### src/dts_pkg.sv
// ----------------------------------------------------------------------------
// dts_pkg
// Shared types and constants for the depth-first topological sorter: port
// widths, action codes, controller states and the command/status bundles.
// ----------------------------------------------------------------------------
package dts_pkg;

    // default sizes of the graph storage
    localparam int DEF_MAX_VERTICES = 64;
    localparam int DEF_MAX_DEGREE   = 8;

    // port field widths
    localparam int VERTEX_W   = 6;
    localparam int ACTION_W   = 2;
    localparam int CFG_W      = 7;
    localparam int IN_DATA_W  = 16;
    localparam int OUT_DATA_W = 8;

    // vertex count after reset
    localparam logic [CFG_W-1:0] VCOUNT_RST = 7'd64;

    // input action codes
    typedef enum logic [ACTION_W-1:0] {
        ACT_CLEAR = 2'd0,
        ACT_ADD   = 2'd1,
        ACT_SORT  = 2'd2
    } t_action;

    // controller states
    typedef enum logic [3:0] {
        S_IDLE,
        S_ADD,
        S_ROOT,
        S_DEG,
        S_EDGE,
        S_NB,
        S_RESTORE,
        S_EMIT_RD,
        S_EMIT_OUT
    } t_state;

    // commands from the controller to the datapath
    typedef struct packed {
        logic clear_graph;   // drop all adjacency lists, clear overflow
        logic add_read;      // latch edge, read degree of its source
        logic add_commit;    // store edge or flag overflow
        logic sort_init;     // clear visited map and stacks, root to zero
        logic root_next;     // advance root vertex
        logic root_start;    // open a search at the root vertex
        logic deg_capture;   // take degree of the current vertex
        logic edge_read;     // read next neighbor of the current vertex
        logic vertex_finish; // pop current vertex onto the finish stack
        logic push_nb;       // descend into the neighbor just read
        logic restore;       // resume the parent vertex from the stack
        logic emit_read;     // read the top of the finish stack
        logic emit_pop;      // drop the top of the finish stack
    } t_dp_cmd;

    // status from the datapath to the controller
    typedef struct packed {
        logic root_done;     // every root vertex has been tried
        logic root_visited;  // current root already reached
        logic edge_left;     // current vertex has unread neighbors
        logic nb_push_ok;    // neighbor just read may be entered
        logic depth_one;     // search stack holds only the current vertex
        logic fsp_one;       // finish stack holds one vertex
    } t_dp_sts;

endpackage

### src/dts_ctrl.sv
// ----------------------------------------------------------------------------
// dts_ctrl
// Controller state machine: decodes input actions, sequences the search
// over the datapath and paces the emitted order.
// ----------------------------------------------------------------------------
module dts_ctrl (
    input  logic                             i_clk,
    input  logic                             i_rst_n,
    input  logic                             i_s_axis_tvalid,
    output logic                             o_s_axis_tready,
    input  logic [dts_pkg::ACTION_W-1:0]     i_s_axis_tuser,
    output logic                             o_m_axis_tvalid,
    input  logic                             i_m_axis_tready,
    input  dts_pkg::t_dp_sts                 i_sts,
    output dts_pkg::t_dp_cmd                 o_cmd
);
    import dts_pkg::*;

    t_state r_state;
    t_state n_state;
    logic   in_xfer;

    // input transfer, ready only while idle
    assign in_xfer = i_s_axis_tvalid && (r_state == S_IDLE);

    // state register
    always_ff @(posedge i_clk) begin
        if (!i_rst_n) begin
            r_state <= S_IDLE;
        end else begin
            r_state <= n_state;
        end
    end

    // next state and commands
    always_comb begin
        n_state         = r_state;
        o_cmd           = '0;
        o_s_axis_tready = 1'b0;
        o_m_axis_tvalid = 1'b0;
        case (r_state)
            S_IDLE: begin
                o_s_axis_tready = 1'b1;
                if (in_xfer) begin
                    case (t_action'(i_s_axis_tuser))
                        ACT_CLEAR: begin
                            o_cmd.clear_graph = 1'b1;
                        end
                        ACT_ADD: begin
                            o_cmd.add_read = 1'b1;
                            n_state        = S_ADD;
                        end
                        ACT_SORT: begin
                            o_cmd.sort_init = 1'b1;
                            n_state         = S_ROOT;
                        end
                        default: begin
                        end
                    endcase
                end
            end
            S_ADD: begin
                o_cmd.add_commit = 1'b1;
                n_state          = S_IDLE;
            end
            S_ROOT: begin
                if (i_sts.root_done) begin
                    n_state = S_EMIT_RD;
                end else if (i_sts.root_visited) begin
                    o_cmd.root_next = 1'b1;
                end else begin
                    o_cmd.root_start = 1'b1;
                    n_state          = S_DEG;
                end
            end
            S_DEG: begin
                o_cmd.deg_capture = 1'b1;
                n_state           = S_EDGE;
            end
            S_EDGE: begin
                if (i_sts.edge_left) begin
                    o_cmd.edge_read = 1'b1;
                    n_state         = S_NB;
                end else begin
                    o_cmd.vertex_finish = 1'b1;
                    if (i_sts.depth_one) begin
                        o_cmd.root_next = 1'b1;
                        n_state         = S_ROOT;
                    end else begin
                        n_state = S_RESTORE;
                    end
                end
            end
            S_NB: begin
                if (i_sts.nb_push_ok) begin
                    o_cmd.push_nb = 1'b1;
                    n_state       = S_DEG;
                end else begin
                    n_state = S_EDGE;
                end
            end
            S_RESTORE: begin
                o_cmd.restore = 1'b1;
                n_state       = S_DEG;
            end
            S_EMIT_RD: begin
                o_cmd.emit_read = 1'b1;
                n_state         = S_EMIT_OUT;
            end
            S_EMIT_OUT: begin
                o_m_axis_tvalid = 1'b1;
                if (i_m_axis_tready) begin
                    o_cmd.emit_pop = 1'b1;
                    n_state        = i_sts.fsp_one ? S_IDLE : S_EMIT_RD;
                end
            end
            default: begin
                n_state = S_IDLE;
            end
        endcase
    end

endmodule

### config.mk
export PLATFORM = sky130hd
export DESIGN_NAME = dts_ctrl
export DESIGN_NICKNAME = d
export VERILOG_FILES = /design/src/dts_pkg.sv /design/src/dts_ctrl.sv
export SDC_FILE = /design/constraint.sdc
export NUM_CORES = 1
export LEC_CHECK = 0
export ABC_CLOCK_PERIOD_IN_PS = 1350
export BUFFER_PORTS_ARGS = -buffer_cell sky130_fd_sc_hd__clkbuf_2
export CORE_AREA = 2 2 39 41
export DETAILED_ROUTE_END_ITERATION = 7
export DIE_AREA = 0 0 41 43
export MAX_ROUTING_LAYER = met4
export PLACE_DENSITY = 0.66
export SLEW_MARGIN = 20
export SYNTH_ARGS = -nofsm -noshare
export SYNTH_HDL_FRONTEND = slang
export SYNTH_SLANG_ARGS = --single-unit
### constraint.sdc
create_clock -name i_clk -period 1.35 [get_ports i_clk]
set_input_delay 0.2025 -clock i_clk [delete_from_list [all_inputs] [get_ports i_clk]]
set_output_delay 0.2025 -clock i_clk [all_outputs]
set_load 0.02 [all_outputs]
==> summary.txt <==
Routed WL -> 1.92 mm
CTS sink count -> 4
Final worst slack -> -0.307 ns
Yosys warning total -> 0
CP max stage delay -> 0.56 ns
Placer Congestion -> 0.805
Async set-reset flop share out of synthesis -> 0%
Post-Route Skew -> 0.000322 ns
Die width -> 41 µm
Fraction of layout cells with a size suffix above 1 -> 75.0%
RSZ-0062 raised after global routing -> yes
Post-synth top cells -> nor2_1 (11), nand2_1 (5), a21oi_1 (4), dfxtp_1 (4), o21ai_0 (4)
Fin. Hold Viols -> 0
Sequential element share of the synthesized area -> 17.4%
Worst slew margin -> 75.7%
Main flop type after synthesis -> dfxtp_1
Max layer used -> met4
CP max stage cell -> or4b_4
Residual DRC count -> 0
Worst Hold Launch -> i_rst_n
Critical path data required time -> 1.15 ns
Crit path capture type -> output pin
Starting DRT DRC Count -> 11
Max cap viols -> 0
Worst vdd ir -> 0.426 mV
Worst setup SP type -> register
Min cycle time layout -> 1.66 ns
Core Util, Final -> 82.1%
First-pass GRT wire length -> 2.33 mm
Setup tns final -> -2.50 ns
Failing checks -> setup timing
Metal3 WL -> 107 µm
Met2 wire len -> 1.12 mm
Gr usage total -> 19.3%
Highest clock rate -> 0.603 GHz
Ports -> 27
Clk root buf -> clkbuf_4
Die area -> 0.00176 mm²
Post-DP HPWL -> 1.02 mm
Initial Utilization -> 33.3%
Pwr Density -> 576 mW/mm²
CTS tree -> built
Max Buffers Root-to-Sink -> 2
Die height -> 43 µm
CORE AREA -> 0.00138 mm²
Share of the synthesized area in the top cell type -> 17.4%
Max reg flops -> 4
Clk Latency, worst-skew pair -> 0.23 ns
Total CTS buffers -> 3
Largest regs -> r_state (4)
Post-Synthesis Cells -> 65
Worst-margin pin slew -> 0.358 ns
#FFs+latches synth -> 4
Pre-CTS WS -> -0.0742 ns
Critical Path AT -> 1.45 ns
Status -> finished, violations left
Largest net degree at the start of global routing -> 10
Synth area leaders -> dfxtp_1 (17%), nor2_1 (9.0%), nor4_4 (4.6%), a21oi_1 (4.3%), mux2i_1 (4.3%)
Number of global-route vias before repair -> 602
Critical path cell sequence -> or4b_4 -> inv_4 -> and2_4 -> buf_8
Hold_buf cts -> 0
Rows -> 14
Max FO, Critical Path -> 3
Area Growth Syn to Fin -> 147%
Routed Antenna Nets -> 0
# setup viols final -> 17
Most flop-heavy register -> r_state
Vias -> 702
H-tree Lvls -> 1
Mean Syn Cell Area -> 7.08 µm²
R2r setup slk -> -0.16 ns
HP Class -> input pin to register
DRT Pass-1 Iters -> 4
Lkg Pwr -> 0.482 nW
Syn nets -> 77
Clk slew on worst S/H paths -> 0.04 ns
Post-Syn Area -> 460 µm²
Distinct cells, synth -> 33
Initial antenna violation count -> 0
Max Slew Vio Count -> 0
RR Startpoint -> r_state[2]
Gr ovfl total -> 0
Vias per cell -> 5.32
Diodes inserted -> 0
Post-synth EDFFs -> 0
CP Launch Point -> r_state[2]
Area leader, netlist -> dfxtp_1
# nets final -> 130
Port bufs -> 26
WL per Instance -> 14.6 µm
M1 WL -> 681 µm
Period utilization -> 123%
Most frequent cell after synthesis -> nor2_1
Crit Path Class -> register to output pin
[power by group]
group,leakage [nW],internal [mW],switching [mW]
sequential,0.0355,0.124,0.0119
clock,0.0138,0.0995,0.0491
combinational,0.432,0.189,0.181
[final cells by class]
type / count / area [µm²]
clock buffers: 3 / 22.5
fillers: 79 / 248
inverters: 3 / 13.8
multi-input cells: 54 / 512
flip-flops and latches: 4 / 95.1
well taps: 16 / 20.0
repair buffers: 52 / 473
[kinds of logic after synthesis]
family | count (synthesis) | synth area share, %
compound gates | 14 | 19.3
xor+xnor | 1 | 1.90
flops | 4 | 17.4
buf+inv | 7 | 8.70
mux | 2 | 4.35
simple gates | 37 | 48.4
[worst paths after layout]
path,cells past startpoint,endpoint
worst max-delay path,4,o_cmd[0]
worst min-delay path,2,r_state[3]
worst max register to register,6,r_state[2]
worst min register to register,4,r_state[1]
[layout by cell type (no fill, tap or decap), types with 2 or more instances in the layout]
cell type / n
buf_4: 21
clkbuf_2: 11
buf_6: 11
nor2_1: 5
buf_8: 5
nor2_4: 4
a21oi_1: 4
dfxtp_4: 4
nor2_2: 3
clkbuf_4: 3
clkbuf_8: 3
nor3_4: 2
nand2b_4: 2
nor4_4: 2
inv_1: 2
nand2_2: 2
nor3b_4: 2
nand2b_1: 2
o21ai_2: 2
nand2_1: 2
mux2i_1: 2
o21ai_0: 2
[through the flow]
stage	power, mW	instance area (µm²)	instances	hold WS [ns]
after floorplan	0.290	513	65	0.320
after global placement	0.365	698	112	0.450
after detailed placement	0.367	698	112	0.453
after CTS	0.585	960	124	0.204
after global routing	0.695	1140	132	0.216
final	0.655	1140	132	0.211
[critical path, delay by kind of cell, from the launching register on]
family	cells	cell delay, ns
buffers and inverters	2	0.17
DFF	1	0.35
and+or+nand+nor	2	0.69
[metal layers]
layer,up-vias,track usage [%]
met1,325,20.3
met2,38,34.4
li1,337,-
met4,0,2.00
met5,-,-
met3,2,6.28
[what timing repair did]
action,CTS,global route
setup buffers,10,9
endpoints found under the setup margin,17,18
resized for setup,47,38
pin swaps,13,11
cloned,0,0
(Power assumes the default switching activity.)
